`config.mk`:
```
export PLATFORM = sky130hd
export DESIGN_NAME = tbhs_interp
export DESIGN_NICKNAME = d
export VERILOG_FILES = /design/src/terrain_bilinear_height_sampler_defines.svh /design/src/tbhs_pkg.sv /design/src/tbhs_interp.sv
export SDC_FILE = /design/constraint.sdc
export NUM_CORES = 1
export LEC_CHECK = 0
export BUFFER_PORTS_ARGS = -buffer_cell sky130_fd_sc_hd__buf_2
export CORE_MARGIN = 2
export CORE_UTILIZATION = 45
export CTS_CLUSTER_SIZE = 25
export DETAILED_ROUTE_END_ITERATION = 7
export HOLD_SLACK_MARGIN = 0.12
export PLACE_DENSITY = 0.7
export SLEW_MARGIN = 30
export SYNTH_ARGS = -nofsm -noshare
export SYNTH_HDL_FRONTEND = slang
export SYNTH_SLANG_ARGS = --single-unit
```
`constraint.sdc`:
```
create_clock -name i_clk -period 11.6 [get_ports i_clk]
set_input_delay 0 -clock i_clk [delete_from_list [all_inputs] [get_ports i_clk]]
set_output_delay 0 -clock i_clk [all_outputs]
set_load 0.02 [all_outputs]
```
`src/terrain_bilinear_height_sampler_defines.svh`:
```
// ----------------------------------------------------------------------------
// Assertion macros for the terrain height sampler.
// Each macro builds one clocked property that is disabled while reset is low.
// ----------------------------------------------------------------------------
`ifndef TERRAIN_BILINEAR_HEIGHT_SAMPLER_DEFINES_SVH
`define TERRAIN_BILINEAR_HEIGHT_SAMPLER_DEFINES_SVH

// The consequent must hold in the same cycle as the antecedent.
`define TBHS_ASSERT_IMPLY(label, clk, rst_n, ante, cons, msg) \
    label: assert property (@(posedge clk) disable iff (!(rst_n)) (ante) |-> (cons)) \
        else $error(msg);

// The consequent must hold in the cycle after the antecedent.
`define TBHS_ASSERT_NEXT(label, clk, rst_n, ante, cons, msg) \
    label: assert property (@(posedge clk) disable iff (!(rst_n)) (ante) |=> (cons)) \
        else $error(msg);

`endif

```
`src/tbhs_pkg.sv`:
```
// ----------------------------------------------------------------------------
// tbhs_pkg
// Shared types and constants of the terrain height sampler.
// ----------------------------------------------------------------------------
`default_nettype none

package tbhs_pkg;

    // Default geometry of the map.
    localparam int DEF_CHUNKS_PER_ROW      = 16;
    localparam int DEF_TILES_PER_CHUNK_ROW = 4;
    localparam int DEF_TILE_PIXEL_WIDTH    = 512;
    localparam int DEF_POS_FRAC_BITS       = 8;

    // Field widths.
    localparam int CORNER_W = 16;
    localparam int POS_W    = 25;
    localparam int HEIGHT_W = 24;
    localparam int FRAC_W   = 8;
    localparam int TCOORD_W = 6;

    // Tile store: 64 x 64 tiles of four corners each.
    localparam int STORE_SIDE_W = 6;
    localparam int STORE_SIDE   = 64;
    localparam int STORE_AW     = 2 * STORE_SIDE_W;
    localparam int STORE_DEPTH  = STORE_SIDE * STORE_SIDE;
    localparam int TILE_W       = 4 * CORNER_W;

    // Result queue depth; a power of two.
    localparam int FIFO_DEPTH = 8;

    // Item function codes.
    typedef enum logic {
        FUNC_WRITE = 1'b0,
        FUNC_QUERY = 1'b1
    } t_func;

    // Located item, as it leaves the position unit and meets the tile store.
    typedef struct packed {
        logic                    valid;
        logic                    query;
        logic                    out_of_range;
        logic                    beyond;
        logic                    we;
        logic [STORE_AW-1:0]     addr;
        logic [FRAC_W-1:0]       fx;
        logic [FRAC_W-1:0]       fy;
        logic [TILE_W-1:0]       wdata;
    } t_loc;

    // Finished query result.
    typedef struct packed {
        logic                    valid;
        logic                    in_range;
        logic [HEIGHT_W-1:0]     height;
    } t_res;

endpackage

`default_nettype wire

```
`src/tbhs_interp.sv`:
```
// ----------------------------------------------------------------------------
// tbhs_interp
// Bilinear interpolation of the four corners read from the tile store:
// one stage blends along x, the next blends along y and forms the result.
// ----------------------------------------------------------------------------
`default_nettype none

module tbhs_interp
    import tbhs_pkg::*;
(
    input  wire logic              i_clk,
    input  wire logic              i_rst_n,
    input  wire t_loc              i_loc,
    input  wire logic [TILE_W-1:0] i_rdata,
    output t_res                   o_res
);

    // ------------------------------------------------------------------
    // Stage 4: item data alongside the tile store read.
    // ------------------------------------------------------------------
    logic              r4_valid;
    logic              r4_in_range;
    logic              r4_zero;
    logic [FRAC_W-1:0] r4_fx, r4_fy;

    always_ff @(posedge i_clk) begin
        if (!i_rst_n) begin
            r4_valid <= 1'b0;
        end else begin
            r4_valid <= i_loc.valid && i_loc.query;
        end
    end

    always_ff @(posedge i_clk) begin
        r4_in_range <= !i_loc.out_of_range;
        r4_zero     <= i_loc.beyond;
        r4_fx       <= i_loc.fx;
        r4_fy       <= i_loc.fy;
    end

    // ------------------------------------------------------------------
    // Stage 5: blend the top and bottom edges along x.
    // ------------------------------------------------------------------
    logic [TILE_W-1:0]      corners;
    logic signed [15:0]     nw, ne, sw, se;
    logic signed [16:0]     d_top, d_bot;
    logic signed [8:0]      fx_s;
    logic signed [25:0]     p_top, p_bot, top_sum, bot_sum;

    assign corners = r4_zero ? '0 : i_rdata;
    assign nw      = corners[15:0];
    assign ne      = corners[31:16];
    assign sw      = corners[47:32];
    assign se      = corners[63:48];
    assign d_top   = {ne[15], ne} - {nw[15], nw};
    assign d_bot   = {se[15], se} - {sw[15], sw};
    assign fx_s    = {1'b0, r4_fx};
    assign p_top   = d_top * fx_s;
    assign p_bot   = d_bot * fx_s;
    assign top_sum = {{2{nw[15]}}, nw, 8'h00} + p_top;
    assign bot_sum = {{2{sw[15]}}, sw, 8'h00} + p_bot;

    logic               r5_valid;
    logic               r5_in_range;
    logic [FRAC_W-1:0]  r5_fy;
    logic signed [25:0] r5_top, r5_bot;

    always_ff @(posedge i_clk) begin
        if (!i_rst_n) begin
            r5_valid <= 1'b0;
        end else begin
            r5_valid <= r4_valid;
        end
    end

    always_ff @(posedge i_clk) begin
        r5_in_range <= r4_in_range;
        r5_fy       <= r4_fy;
        r5_top      <= top_sum;
        r5_bot      <= bot_sum;
    end

    // ------------------------------------------------------------------
    // Stage 6: blend along y and drop the extra fraction bits.
    // ------------------------------------------------------------------
    logic signed [26:0] d_mid;
    logic signed [8:0]  fy_s;
    logic signed [35:0] p_mid, z;

    assign d_mid = {r5_bot[25], r5_bot} - {r5_top[25], r5_top};
    assign fy_s  = {1'b0, r5_fy};
    assign p_mid = d_mid * fy_s;
    assign z     = {{2{r5_top[25]}}, r5_top, 8'h00} + p_mid;

    // The valid is reset; the result fields only follow the item.
    always_ff @(posedge i_clk) begin
        if (!i_rst_n) begin
            o_res.valid <= 1'b0;
        end else begin
            o_res.valid <= r5_valid;
        end
        o_res.in_range <= r5_in_range;
        o_res.height   <= r5_in_range ? z[31:8] : '0;
    end

endmodule

`default_nettype wire

```
* After elaboration in Yosys (flattened, before gate mapping) *
Cells that the tools add are included.

word-level totals
  bits in registers = 107
  input bits = 163
  output and inout port bits = 26
  logic and storage cells = 25

operators by class
  $add $sub $neg = 6
  $mul = 3
  multiplexer cells = 1
  reduce and logical (&&, ||, !) cells = 2

operators with widths
  kind                                            count
  64-bit 2-to-1 mux                               1
  26-bit adder                                    2
  17-bit by 9-bit multiplier with 26-bit output   2
  16-bit by 16-bit subtractor with 17-bit output  2
  32-bit adder                                    1
  27-bit by 9-bit multiplier with 32-bit output   1
  26-bit by 26-bit subtractor with 27-bit output  1
  1-bit logical AND                               1
  1-bit logical NOT                               1

* Logic depth before layout (Yosys ltp) *
  depth after elaboration = 4
  depth in mapped cells = 36
  gate-level depth less buffers = 33

* Least setup slack after synthesis *
Ideal clock, no wire load.

  path kind = register to register
  from = reg r4_zero
  to = reg r5_bot[24]
  arrival time = 8.015 ns
  data required time = 11.528 ns
  path slack = 3.513 ns
  stages on the path, launching flop included = 35
  period minus slack after synthesis = 8.087 ns
  cell sequence = dfxtp_1 > clkbuf_1 > clkbuf_1 > nand2b_1 > ha_1 > inv_1 > fa_1 > a21o_1 > a21oi_1 > o21ai_0 > a21oi_1 > o21bai_1 > a211oi_1 > o21ai_0 > nand3_1 > a41o_1 > clkbuf_1 > nand2_1 > fa_1 > inv_1 > fa_1 > fa_1 > fa_1 > inv_1 > fa_1 > inv_1 > ha_1 > a21o_1 > a211o_1 > or3_1 > o311ai_0 > a21oi_1 > o21a_1 > nor2_1 > xnor2_1

between the ends
  word-level cells in the longest chain between the ends = 4

ends and longest elaborated chain
  what                                            RTL line           RTL
  start, declared                                 tbhs_interp.sv:23  logic r4_zero;
  start signal, assigned                          tbhs_interp.sv:36  r4_zero <= i_loc.beyond;
  64-bit 2-to-1 mux (*)                           tbhs_interp.sv:50  assign corners = r4_zero ? '0 : i_rdata;
  16-bit by 16-bit subtractor with 17-bit output  tbhs_interp.sv:56  assign d_bot = {se[15], se} - {sw[15], sw};
  17-bit by 9-bit multiplier with 26-bit output   tbhs_interp.sv:59  assign p_bot = d_bot * fx_s;
  26-bit adder (*)                                tbhs_interp.sv:61  assign bot_sum = {{2{sw[15]}}, sw, 8'h00} + p_bot;
  net bot_sum[24]                                 tbhs_interp.sv:48  logic signed [25:0] p_top, p_bot, top_sum, bot_sum;
  end signal, assigned                            tbhs_interp.sv:80  r5_bot <= bot_sum;
  end, declared                                   tbhs_interp.sv:66  logic signed [25:0] r5_top, r5_bot;

Mark *: on every way through the listed nets, which the timed path passes. The rest lies on a longest branch.
A chain may end at the register's enable or synchronous reset.

* Worst setup path in the final report *
  from = reg r4_zero
  to = reg r5_bot[25]

Same word-level chain as after synthesis.

==> out/metrics.csv <==
stage;metric;value;unit
synth;ys_seq_elements;107;
die;die_w;230;um
synth;synth.distinct_cells;69;
worst_setup_path;critPathLaunchType;flop;
worst_setup_path;end_kind;flop;
global_routing;grt_max_degree;65;
sta;finalSetupViolCount;0;
cts;htree_levels;3;
min_path;holdCritPathClass;input port to flop;
synth;yosys.area.top_type;fa_1;
global_routing;grt_usage;21.1;%
cts;clock-root-buffer;clkbuf_16;
placed_design;place.gp.congestion;0.883;
worst_setup_path;worst_path_most_repeated_cell;fa_1;
routing;ant_nets;0;
global_routing;antenna_found_initial;0;
global_routing;overflow;0;
cts;ctsHoldBuffers;21;
routing;vias;17000;
final_layout;area_growth_syn_to_layout;7.45;%
global_routing;first_global_vias;18500;
placed_design;numPortBuffers;111;
synth;synthArstFlopShare;0;%
die;ios;189;
routing;drt_iter0_markers;848;
synth;synthCells;2560;
cts;clkTransAtPathRegs;0.08;ns
final_layout;drive_above_1_share;6.13;%
synth;synth.top_cell.area_share;37.4;%
synth;syn_avg_cell_area;8.97;um2
sta;worst_pin_slew;0.961;ns
final_layout;n_antenna_cell;0;
cts;cts_buffers;9;
sta;fin_tns_setup;0;ns
routing;drt_pre_antenna_iters;5;
synth;ys_top_cells_by_area;fa_1 37%, ha_1 13%, dfxtp_1 9.3%;
run;maxCapViolCount;0;
sta;fmax;0.108;GHz
outcome;status;finished, final reports clean;
sta;finalCritPeriodShare;79.7;%
final_layout;final_nets;3461;
sta;clock-skew-final;0.0158;ns
cts;cts_tree;yes;
cts;cts_buffer_depth;2;
die;row_count;82;
sta;fin_crit;9.24;ns
worst_setup_path;cpPeakStageDelay;0.70;ns
die;die_h;230;um
worst_setup_path;arrival;9.52;ns
die;start_util;45.7;%
worst_setup_path;crit_type;flop to flop;
global_routing;grt_pass1_wl;89.7;mm
routing;wl_per_cell;15.8;um
die;dieArea;52800;um2
routing;wirelength;52.3;mm
worst_setup_path;slowest_stage;dfxtp_4;
synth;syn_nets;3383;
worst_setup_path;cp_max_fo;64;
synth;synth_flop_cell;dfxtp_1;
cts;cts_resized;0;
cts;cts_num_sinks;107;
sta;rsz0062_at_grt;no;
synth;synth_area;23000;um2
sta;hold_viol;0;
die;fp.coreArea;50300;um2
cts;clk_latency;0.39;ns
routing;drc;0;
sta;maxSlewHeadroom;35.0;%
synth;synth_edf_count;0;
worst_setup_path;required;11.88;ns
synth;yosysWarnings;0;
sta;maxSlewViolCount;0;
cts;cts_setup_buffers;0;
routing;routed_via_density;5.14;
placed_design;hpwl;43.4;mm
synth;yosysSeqAreaShare;9.33;%
synthesized netlist by cell type, drive strengths merged, types with 3 or more instances:
cell type / count
xor2: 27
and2: 246
nand2b: 55
o311ai: 8
a21oi: 74
a31o: 4
a21boi: 6
dfxtp: 107
and2b: 4
ha: 231
nand2: 238
o2111ai: 5
a2111oi: 5
nand3: 35
buf: 3
fa: 429
nand3b: 5
o31a: 5
nor2: 73
nor2b: 62
o21a: 12
a311oi: 8
clkbuf: 72
o211ai: 9
nor3: 22
and3: 18
or2: 6
a31oi: 11
o21ai: 51
a21o: 24
xnor2: 88
nor3b: 11
a211o: 4
o31ai: 5
or3: 12
nand4: 6
inv: 534
a211oi: 7
o21bai: 12
worst max-delay path, delay by kind of cell, from the launching register on:
family	cells	cell delay, ns
flops	1	0.70
xor+xnor	1	0.16
fa+ha+maj	7	3.03
compound gates	12	3.10
buf+inv	3	0.18
simple gates	7	1.90
worst paths after layout:
path | start | endpoint | depth (start not counted) | slack (ns)
min | i_loc[77] | r4_fx[5] | 2 | 0.23
min reg2reg | r4_fy[0] | r5_fy[0] | 0 | 0.33
max reg2reg | r4_zero | r5_bot[25] | 30 | 2.36
max | r4_zero | r5_bot[25] | 30 | 2.36
registers in the layout (all words and copies together) (netlist names):
register and cells:
r5_valid 1, o_res 26, r5_top 26, r4_fx 8, r4_valid 1, r4_zero 1, r5_fy 8, r5_bot 26
r5_in_range 1, r4_fy 8, r4_in_range 1
cell families (layout without fill, tap and decap cells):
logic type	Yosys count	count (layout)	synth area share, %
xor+xnor	116	116	4.49
mux	1	1	0.0436
buf+inv	609	692	9.96
flops	107	107	9.33
compound gates	265	265	7.79
simple gates	802	802	18.4
fa+ha+maj	660	660	50.0
cell usage in the layout, fill, tap and decap left out, drive strengths merged, types with 5 or more instances in the layout:
cell type      n
inv          535
fa           429
and2         246
nand2        238
ha           231
buf          121
dfxtp        107
xnor2         88
a21oi         74
nor2          73
nor2b         62
nand2b        55
o21ai         51
nand3         35
xor2          27
a21o          24
nor3          22
dlygate4sd3   21
and3          18
o21a          12
or3           12
o21bai        12
a31oi         11
nor3b         11
clkbuf        11
o211ai         9
a311oi         8
o311ai         8
a211oi         7
nand4          6
or2            6
a21boi         6
o31a           5
o2111ai        5
nand3b         5
o31ai          5
a2111oi        5
layer usage:
metal	vias up	routed length (um)	track usage, %
met2	439	26100	37.7
li1	8028	-	-
met3	74	2590	3.30
met1	8487	22200	26.0
met4	0	1450	6.65
met5	-	0	0
layout make-up:
| class | instances | area [um2] |
|---|---|---|
| fill | 4719 | 25600 |
| clock inverter | 5 | 46.3 |
| sequential | 107 | 2150 |
| multi-input combinational | 1844 | 18500 |
| tap | 672 | 841 |
| inverter | 534 | 2000 |
| clock buffer | 11 | 243 |
| timing repair buffer | 142 | 841 |
stage by stage:
| stage | hold WS (ns) | setup WS (ns) | util, % | area (um2) | instances |
|---|---|---|---|---|---|
| after floorplan | 0.0277 | 3.51 | - | 23000 | 2560 |
| final | 0.229 | 2.36 | 49.1 | 24700 | 3315 |
| after global routing | 0.220 | 1.66 | 49.1 | 24700 | 3315 |
| after detailed placement | 0.104 | 2.12 | 48.0 | 24100 | 3278 |
| after global placement | 0.103 | 2.34 | 48.0 | 24100 | 3278 |
| after CTS | 0.211 | 2.08 | 49.0 | 24600 | 3315 |
Power is not shown: default switching activity piles up to over one toggle a cycle in this logic, so the estimate is an artifact.
