==> src/terrain_bilinear_height_sampler_defines.svh <==
// ----------------------------------------------------------------------------
// Assertion macros for the terrain height sampler.
// Each macro builds one clocked property that is disabled while reset is low.
// ----------------------------------------------------------------------------
`ifndef TERRAIN_BILINEAR_HEIGHT_SAMPLER_DEFINES_SVH
`define TERRAIN_BILINEAR_HEIGHT_SAMPLER_DEFINES_SVH

// The consequent must hold in the same cycle as the antecedent.
`define TBHS_ASSERT_IMPLY(label, clk, rst_n, ante, cons, msg) \
    label: assert property (@(posedge clk) disable iff (!(rst_n)) (ante) |-> (cons)) \
        else $error(msg);

// The consequent must hold in the cycle after the antecedent.
`define TBHS_ASSERT_NEXT(label, clk, rst_n, ante, cons, msg) \
    label: assert property (@(posedge clk) disable iff (!(rst_n)) (ante) |=> (cons)) \
        else $error(msg);

`endif

==> src/tbhs_pkg.sv <==
// ----------------------------------------------------------------------------
// tbhs_pkg
// Shared types and constants of the terrain height sampler.
// ----------------------------------------------------------------------------
`default_nettype none

package tbhs_pkg;

    // Default geometry of the map.
    localparam int DEF_CHUNKS_PER_ROW      = 16;
    localparam int DEF_TILES_PER_CHUNK_ROW = 4;
    localparam int DEF_TILE_PIXEL_WIDTH    = 512;
    localparam int DEF_POS_FRAC_BITS       = 8;

    // Field widths.
    localparam int CORNER_W = 16;
    localparam int POS_W    = 25;
    localparam int HEIGHT_W = 24;
    localparam int FRAC_W   = 8;
    localparam int TCOORD_W = 6;

    // Tile store: 64 x 64 tiles of four corners each.
    localparam int STORE_SIDE_W = 6;
    localparam int STORE_SIDE   = 64;
    localparam int STORE_AW     = 2 * STORE_SIDE_W;
    localparam int STORE_DEPTH  = STORE_SIDE * STORE_SIDE;
    localparam int TILE_W       = 4 * CORNER_W;

    // Result queue depth; a power of two.
    localparam int FIFO_DEPTH = 8;

    // Item function codes.
    typedef enum logic {
        FUNC_WRITE = 1'b0,
        FUNC_QUERY = 1'b1
    } t_func;

    // Located item, as it leaves the position unit and meets the tile store.
    typedef struct packed {
        logic                    valid;
        logic                    query;
        logic                    out_of_range;
        logic                    beyond;
        logic                    we;
        logic [STORE_AW-1:0]     addr;
        logic [FRAC_W-1:0]       fx;
        logic [FRAC_W-1:0]       fy;
        logic [TILE_W-1:0]       wdata;
    } t_loc;

    // Finished query result.
    typedef struct packed {
        logic                    valid;
        logic                    in_range;
        logic [HEIGHT_W-1:0]     height;
    } t_res;

endpackage

`default_nettype wire

==> src/tbhs_locate.sv <==
// ----------------------------------------------------------------------------
// tbhs_locate
// Three-stage position unit: range check, tile index and in-tile fraction
// by reciprocal multiply with one correction step, and tile store address.
// ----------------------------------------------------------------------------
`default_nettype none

module tbhs_locate
    import tbhs_pkg::*;
#(
    parameter int CHUNKS_PER_ROW      = DEF_CHUNKS_PER_ROW,
    parameter int TILES_PER_CHUNK_ROW = DEF_TILES_PER_CHUNK_ROW,
    parameter int TILE_PIXEL_WIDTH    = DEF_TILE_PIXEL_WIDTH,
    parameter int POS_FRAC_BITS       = DEF_POS_FRAC_BITS
) (
    input  wire logic                i_clk,
    input  wire logic                i_rst_n,
    input  wire logic                i_beat,
    input  wire logic [0:0]          i_func,
    input  wire logic [TCOORD_W-1:0] i_tile_col,
    input  wire logic [TCOORD_W-1:0] i_tile_row,
    input  wire logic [CORNER_W-1:0] i_corner_nw,
    input  wire logic [CORNER_W-1:0] i_corner_ne,
    input  wire logic [CORNER_W-1:0] i_corner_sw,
    input  wire logic [CORNER_W-1:0] i_corner_se,
    input  wire logic [POS_W-1:0]    i_pos_x,
    input  wire logic [POS_W-1:0]    i_pos_y,
    output t_loc                     o_loc
);

    // Map geometry and the divisor of one tile in position units.
    localparam int MAP_TILES = CHUNKS_PER_ROW * TILES_PER_CHUNK_ROW;
    localparam int COL_W     = (MAP_TILES > 1) ? $clog2(MAP_TILES) : 1;
    localparam int QW        = COL_W + FRAC_W;
    localparam int UPOS_W    = POS_W - 1;
    localparam logic [63:0] DIVISOR   = 64'(TILE_PIXEL_WIDTH) << POS_FRAC_BITS;
    localparam logic [63:0] POS_LIMIT = (64'(MAP_TILES) * 64'(TILE_PIXEL_WIDTH))
                                        << POS_FRAC_BITS;
    localparam logic [31:0] RECIP     = 32'((64'd1 << 32) / DIVISOR);
    localparam logic [31:0] DIV32     = 32'(DIVISOR);
    localparam logic [31:0] TILES32   = 32'(MAP_TILES);
    localparam logic [31:0] SIDE32    = 32'(STORE_SIDE);

    // ------------------------------------------------------------------
    // Stage 1: range check and the reciprocal estimate of the quotient.
    // ------------------------------------------------------------------
    logic [UPOS_W-1:0] ux, uy;
    logic [31:0]       nx, ny;
    logic [63:0]       est_x, est_y;
    logic              oor;
    logic              wr_ok;

    assign ux    = i_pos_x[UPOS_W-1:0];
    assign uy    = i_pos_y[UPOS_W-1:0];
    assign nx    = {ux, {FRAC_W{1'b0}}};
    assign ny    = {uy, {FRAC_W{1'b0}}};
    assign est_x = 64'(nx) * 64'(RECIP);
    assign est_y = 64'(ny) * 64'(RECIP);
    assign oor   = i_pos_x[POS_W-1] | i_pos_y[POS_W-1]
                 | (64'(ux) >= POS_LIMIT) | (64'(uy) >= POS_LIMIT);
    assign wr_ok = (32'(i_tile_col) < TILES32) && (32'(i_tile_row) < TILES32);

    logic                r1_valid;
    logic                r1_query;
    logic                r1_oor;
    logic                r1_wr_ok;
    logic [STORE_AW-1:0] r1_waddr;
    logic [TILE_W-1:0]   r1_wdata;
    logic [31:0]         r1_nx, r1_ny;
    logic [QW-1:0]       r1_q0x, r1_q0y;

    always_ff @(posedge i_clk) begin
        if (!i_rst_n) begin
            r1_valid <= 1'b0;
        end else begin
            r1_valid <= i_beat;
        end
    end

    always_ff @(posedge i_clk) begin
        r1_query <= (i_func == FUNC_QUERY);
        r1_oor   <= oor;
        r1_wr_ok <= wr_ok;
        r1_waddr <= {i_tile_row, i_tile_col};
        r1_wdata <= {i_corner_se, i_corner_sw, i_corner_ne, i_corner_nw};
        r1_nx    <= nx;
        r1_ny    <= ny;
        r1_q0x   <= est_x[32 +: QW];
        r1_q0y   <= est_y[32 +: QW];
    end

    // ------------------------------------------------------------------
    // Stage 2: multiply the estimate back by the divisor.
    // ------------------------------------------------------------------
    logic                r2_valid;
    logic                r2_query;
    logic                r2_oor;
    logic                r2_wr_ok;
    logic [STORE_AW-1:0] r2_waddr;
    logic [TILE_W-1:0]   r2_wdata;
    logic [31:0]         r2_nx, r2_ny;
    logic [QW-1:0]       r2_q0x, r2_q0y;
    logic [31:0]         r2_backx, r2_backy;

    always_ff @(posedge i_clk) begin
        if (!i_rst_n) begin
            r2_valid <= 1'b0;
        end else begin
            r2_valid <= r1_valid;
        end
    end

    always_ff @(posedge i_clk) begin
        r2_query <= r1_query;
        r2_oor   <= r1_oor;
        r2_wr_ok <= r1_wr_ok;
        r2_waddr <= r1_waddr;
        r2_wdata <= r1_wdata;
        r2_nx    <= r1_nx;
        r2_ny    <= r1_ny;
        r2_q0x   <= r1_q0x;
        r2_q0y   <= r1_q0y;
        r2_backx <= 32'(r1_q0x) * DIV32;
        r2_backy <= 32'(r1_q0y) * DIV32;
    end

    // ------------------------------------------------------------------
    // Stage 3: correct the quotient by one, split it into tile and
    // fraction, and form the tile store address.
    // ------------------------------------------------------------------
    logic [31:0]             rem_x, rem_y;
    logic [QW-1:0]           q_x, q_y;
    logic [COL_W-1:0]        col, row;
    logic                    beyond;
    logic [STORE_AW-1:0]     qaddr;

    assign rem_x  = r2_nx - r2_backx;
    assign rem_y  = r2_ny - r2_backy;
    assign q_x    = r2_q0x + QW'(rem_x >= DIV32);
    assign q_y    = r2_q0y + QW'(rem_y >= DIV32);
    assign col    = q_x[QW-1:FRAC_W];
    assign row    = q_y[QW-1:FRAC_W];
    assign beyond = (32'(col) >= SIDE32) || (32'(row) >= SIDE32);
    assign qaddr  = {STORE_SIDE_W'(row), STORE_SIDE_W'(col)};

    // The valid and write enable are reset; the rest only follows the item.
    always_ff @(posedge i_clk) begin
        if (!i_rst_n) begin
            o_loc.valid <= 1'b0;
            o_loc.we    <= 1'b0;
        end else begin
            o_loc.valid <= r2_valid;
            o_loc.we    <= r2_valid && !r2_query && r2_wr_ok;
        end
        o_loc.query        <= r2_query;
        o_loc.out_of_range <= r2_oor;
        o_loc.beyond       <= beyond;
        o_loc.addr         <= r2_query ? qaddr : r2_waddr;
        o_loc.fx           <= q_x[FRAC_W-1:0];
        o_loc.fy           <= q_y[FRAC_W-1:0];
        o_loc.wdata        <= r2_wdata;
    end

endmodule

`default_nettype wire

==> config.mk <==
export PLATFORM = sky130hd
export DESIGN_NAME = tbhs_locate
export DESIGN_NICKNAME = d
export VERILOG_FILES = /design/src/terrain_bilinear_height_sampler_defines.svh /design/src/tbhs_pkg.sv /design/src/tbhs_locate.sv
export SDC_FILE = /design/constraint.sdc
export NUM_CORES = 1
export LEC_CHECK = 0
export ABC_AREA = 0
export ABC_CLOCK_PERIOD_IN_PS = 1700
export BUFFER_PORTS_ARGS = -buffer_cell sky130_fd_sc_hd__buf_2
export CAP_MARGIN = 20
export CORE_MARGIN = 3
export CORE_UTILIZATION = 36
export DETAILED_ROUTE_END_ITERATION = 10
export MAX_ROUTING_LAYER = met4
export SYNTH_ARGS = -nofsm -noshare
export SYNTH_HDL_FRONTEND = slang
export SYNTH_SLANG_ARGS = --single-unit
==> constraint.sdc <==
create_clock -name i_clk -period 1.7 [get_ports i_clk]
set_input_delay 0.17 -clock i_clk [delete_from_list [all_inputs] [get_ports i_clk]]
set_output_delay 0.17 -clock i_clk [all_outputs]
set_load 0.02 [all_outputs]
# After elaboration in Yosys (flattened, before gate mapping)
# Cells that the tools add are included.
[totals]
reg_bits = 406
output_inout_bits = 97
word_cells = 40
[classes]
n_addsub = 4
magnitude_cmp = 4
n_mux = 1
bitwise = 3
reduce_logical = 2
[op_table]
columns = ["operator", "n"]
rows = [
  ["$ge 32x18->1 const B", 2],
  ["$sub 32x31->32", 2],
  ["$ge 24x24->1 const B", 2],
  ["$add 14x1->14", 2],
  ["$mux 12", 1],
  ["$or 1x1->1", 3],
  ["$logic_and 1x1->1", 1],
  ["$logic_not 1->1", 1],
]

# Longest topological paths before layout
[depth]
ltp_word = 4
mapped_depth = 6
mapped_depth_nobuf = 6

# Worst setup path before layout
# Ideal clock, no wire load.
[synth_path]
kind = "reg-to-reg"
start = "reg r2_nx[31]"
end = "reg o_loc[84] in the netlist's numbering"
arrival_time_ns = 1.246
setup_slack_ns = 0.321
stages_incl_launch_ff = 7
path_buffers = 0
synth_period_minus_slack_ns = 1.379
path_cell_list = "dfxtp_1 > ha_1 > ha_1 > and4_1 > nor3b_2 > xnor2_1 > a21oi_1"
[synth_between]
elab_chain_len = 4
[synth_rtl]
columns = ["item", "line", "rtl"]
rows = [
  ["start: declaration", "tbhs_locate.sv:101", "logic [31:0] r2_nx, r2_ny;"],
  ["start signal: assignment", "tbhs_locate.sv:119", "r2_nx <= r1_nx;"],
  ["$sub 32x31->32", "tbhs_locate.sv:137", "assign rem_x = r2_nx - r2_backx;"],
  ["$ge 32x18->1", "tbhs_locate.sv:139", "assign q_x = r2_q0x + QW'(rem_x >= DIV32);"],
  ["$add 14x1->14", "tbhs_locate.sv:139", ""],
  ["$mux 12", "tbhs_locate.sv:158", "o_loc.addr <= r2_query ? qaddr : r2_waddr;"],
  ["end: declaration", "tbhs_locate.sv:28", "output t_loc o_loc"],
]
# No other way between the ends.
# A chain may end at the register's enable or synchronous reset.

# Final worst setup path
[layout_path]
start = "reg r2_ny[31]"
end = "reg o_loc[88] in the netlist's numbering"
[layout_between]
elab_chain_len = 4
[layout_rtl]
columns = ["item", "line", "rtl"]
rows = [
  ["start: declaration", "tbhs_locate.sv:101", ""],
  ["start signal: assignment", "tbhs_locate.sv:120", "r2_ny <= r1_ny;"],
  ["$sub 32x31->32", "tbhs_locate.sv:138", "assign rem_y = r2_ny - r2_backy;"],
  ["$ge 32x18->1", "tbhs_locate.sv:140", "assign q_y = r2_q0y + QW'(rem_y >= DIV32);"],
  ["$add 14x1->14", "tbhs_locate.sv:140", ""],
  ["$mux 12", "tbhs_locate.sv:158", ""],
]
# No other way between the ends.

==> summary.md <==
| Metric | Value |
|---|---|
| Post-synthesis adder-cell area fraction | 0.716% |
| Critical Path, Cell by Cell | ha_1 > ha_1 > and2_1 > nor4b_4 > xnor2_1 > a21oi_1 |
| Startpoint types | flop |
| Drt wl/cell | 12.8 um |
| Worst setup slack after placement | 158 ps |
| Setup TNS Final | 0 ps |
| Int Pwr | 11.9 mW |
| Area Growth Syn to Fin | 49.1% |
| Most frequent cells in the layout | dfxtp_1, buf_2, dlygate4sd3_1 |
| Worst EP arrival | 1930 ps |
| Post-CTS sizing | 0 |
| Worst vdd ir | 1140 uV |
| CP most frequent cell | ha_1 |
| Final min period | 1530 ps |
| Largest net degree at the start of global routing | 17 |
| Worst setup margin | 167 ps |
| PwrDens | 1430 mW/mm^2 |
| DRT Pass-1 Iters | 4 |
| Post-CTS setup buffer count | 0 |
| Max Fclk | 652 MHz |
| Seq cells post-synth | 314 |
| Net Sw Power | 3.03 mW |
| Placer's final routability congestion estimate | 0.746 |
| Worst path required time | 2100 ps |
| HP Start | i_corner_se[11] |
| Compound-Gate Fraction of Synth Area | 1.04% |
| CTS tree | built |
| Via-to-Cell Ratio | 3.84 |
| CTS HTree Levels | 1 |
| Core area | 0.0189 mm^2 |
| Reg2reg setup slack | 170 ps |
| R2R Path Start | r2_ny[31] |
| Vias in the first global route | 4481 |
| Worst Hold Depth | 2 |
| Reg power frac | 52.9% |
| Chip height | 145 um |
| Clk root buf | clkbuf_16 |
| Run status | finished, final reports clean |
| Post-synthesis mux area share | 0% |
| Clock latency on the worst-skew pair | 520 ps |
| Crit path launch | r2_ny[31] |
| EDFF count, synth | 0 |
| Final Hold Violating Endpoints | 0 |
| Final Hold Slack | 282 ps |
| Pleak | 4.65 nW |
| Clk sink count | 314 |
| I/O Buffers | 207 |
| Syn_area_per_cell | 16.7 um^2 |
| Deepest clock path buffer count | 3 |
| DRC violations left | 0 |
| DR vias | 4036 |
| Synth cell types | 30 |
| Sequential fraction of the synthesis area | 89.9% |
| Drt total wl | 13.5 mm |
| Yosys warning count | 0 |
| Netlist Area Pre-Place | 0.00699 mm^2 |
| Final slew viol count | 0 |
| Top FF cell, synth | dfxtp_1 |
| Total CTS buffers | 29 |
| DPL Wire Length | 8.49 mm |
| Gate power share | 5.0% |
| Routed Antenna Nets | 0 |
| Remaining Overflow, GRT | 0 |
| Initial antenna violation count | 3 |
| Clock transition at path regs | 60 ps |
| Row count | 50 |
| First-pass GRT wire length | 21.7 mm |
| Final Cycle Share | 90.2% |
| CTS Hold Bufs | 112 |
| Ports | 227 |
| Slowest stage delay, CP | 330 ps |
| Die ar. | 0.0211 mm^2 |
| Clock power frac | 42.1% |
| Synth async-reset ratio | 0% |
| Reg2reg path depth | 6 |
| Largest family of logic cells by synthesized area | simple AND/OR/NAND/NOR gates |
| Setup crit end kind | flop |
| Gr usage total | 12.9% |
| Die X | 145 um |
| Critical path class | reg -> reg |
| Post-Synth Simple-Gate Area | 5.19% |
| Syn_nets | 552 |
| Post-Layout Inst Area | 0.0104 mm^2 |
| Critical path peak fanout | 4 |
| RSZ-0062 raised after global routing | no |
| Final net count | 899 |
| Final Setup Violations | 0 |
| Starting Density | 37.0% |
| Hold crit path type | in -> reg |
| Commonest non-fill, non-tap cell in the layout | dfxtp_1 |
| Max cap viols | 0 |
| DR iter-0 viols | 77 |
| Layout cells sized above 1 | 33.4% |
| CP max-delay cell | dfxtp_1 |
| Cell Area, Placed | 0.00834 mm^2 |
| Synth Area in XOR/XNOR | 2.75% |
| Sw Share | 20.3% |
| Layout Skew | 6.68 ps |
| Synthesized instance count | 418 |
## metal layers
layer,track usage [%],part of all wire [%]
met3,4.80,8.9
met1,13.3,38
met5,-,0
met2,22.7,50
met4,4.46,2.5
## cells by family after synthesis
kind of cell    after synthesis
flops                       314
simple gates                 58
xor+xnor                     22
compound gates               13
buf+inv                       6
fa+ha+maj                     4
other cells                   1
## critical path, delay by kind of cell (launching register included)
| kind | cells | cell delay (ps) |
|---|---|---|
| flip-flops | 1 | 330 |
| AO/OA/AOI/OAI | 1 | 80 |
| AND/OR/NAND/NOR | 2 | 430 |
| XOR/XNOR | 1 | 150 |
| adder cells (fa/ha/maj) | 2 | 440 |
## final timing paths
path | to
min reg2reg | o_loc[7]
max reg2reg | o_loc[88]
max | o_loc[88]
min | r1_wdata[59]
## power by group through the flow
stage	Combinational, mW	Clock (mW)	Sequential [mW]
floorplan	0.0804	0	8.20
global placement	0.536	0	8.05
detailed placement	0.540	0	8.07
CTS	0.743	6.47	7.90
global route	0.800	6.79	7.94
finish	0.743	6.29	7.90
## synth_stat cells (2+ instances only)
| master | count | area, um^2 |
|---|---|---|
| nand3_1 | 8 | 40.0 |
| and4_1 | 2 | 17.5 |
| nor2_1 | 15 | 56.3 |
| a21oi_1 | 11 | 55.1 |
| and3_1 | 2 | 12.5 |
| xor2_1 | 8 | 70.1 |
| ha_1 | 4 | 50.1 |
| nand2_1 | 8 | 30.0 |
| and2_1 | 4 | 25.0 |
| nand2b_1 | 2 | 12.5 |
| clkbuf_1 | 3 | 11.3 |
| dfxtp_1 | 314 | 6290 |
| inv_1 | 2 | 7.51 |
| nand4_1 | 4 | 25.0 |
| nor3_1 | 3 | 15.0 |
| xnor2_1 | 14 | 123 |
## area by class of cell
type                       instances  area [um^2]
fill                            1571         8460
sequential                       314         6290
timing repair buffer             320         2160
clock buffer                      41          841
multi-input combinational         98          682
tap                              260          325
clock inverter                    12          116
inverter                           2         7.51
antenna                            3         7.51
## through the flow
stage                     utilization (%)  cells  power, mW
after global placement               44.2    882       8.59
final                                55.2   1050       14.9
after floorplan                         -    418       8.28
after detailed placement             44.2    882       8.61
after global routing                 55.2   1050       15.5
after CTS                            55.2   1047       15.1
## registers in the layout (all words and copies together), names as in the netlist, 12 cells and up
name / cells
o_loc: 96
r1_q0x: 13
r1_q0y: 13
r1_waddr: 12
r1_wdata: 64
r2_backy: 13
r2_q0x: 13
r2_waddr: 12
r2_wdata: 64
No activity file was read; power rests on OpenSTA's default activity.
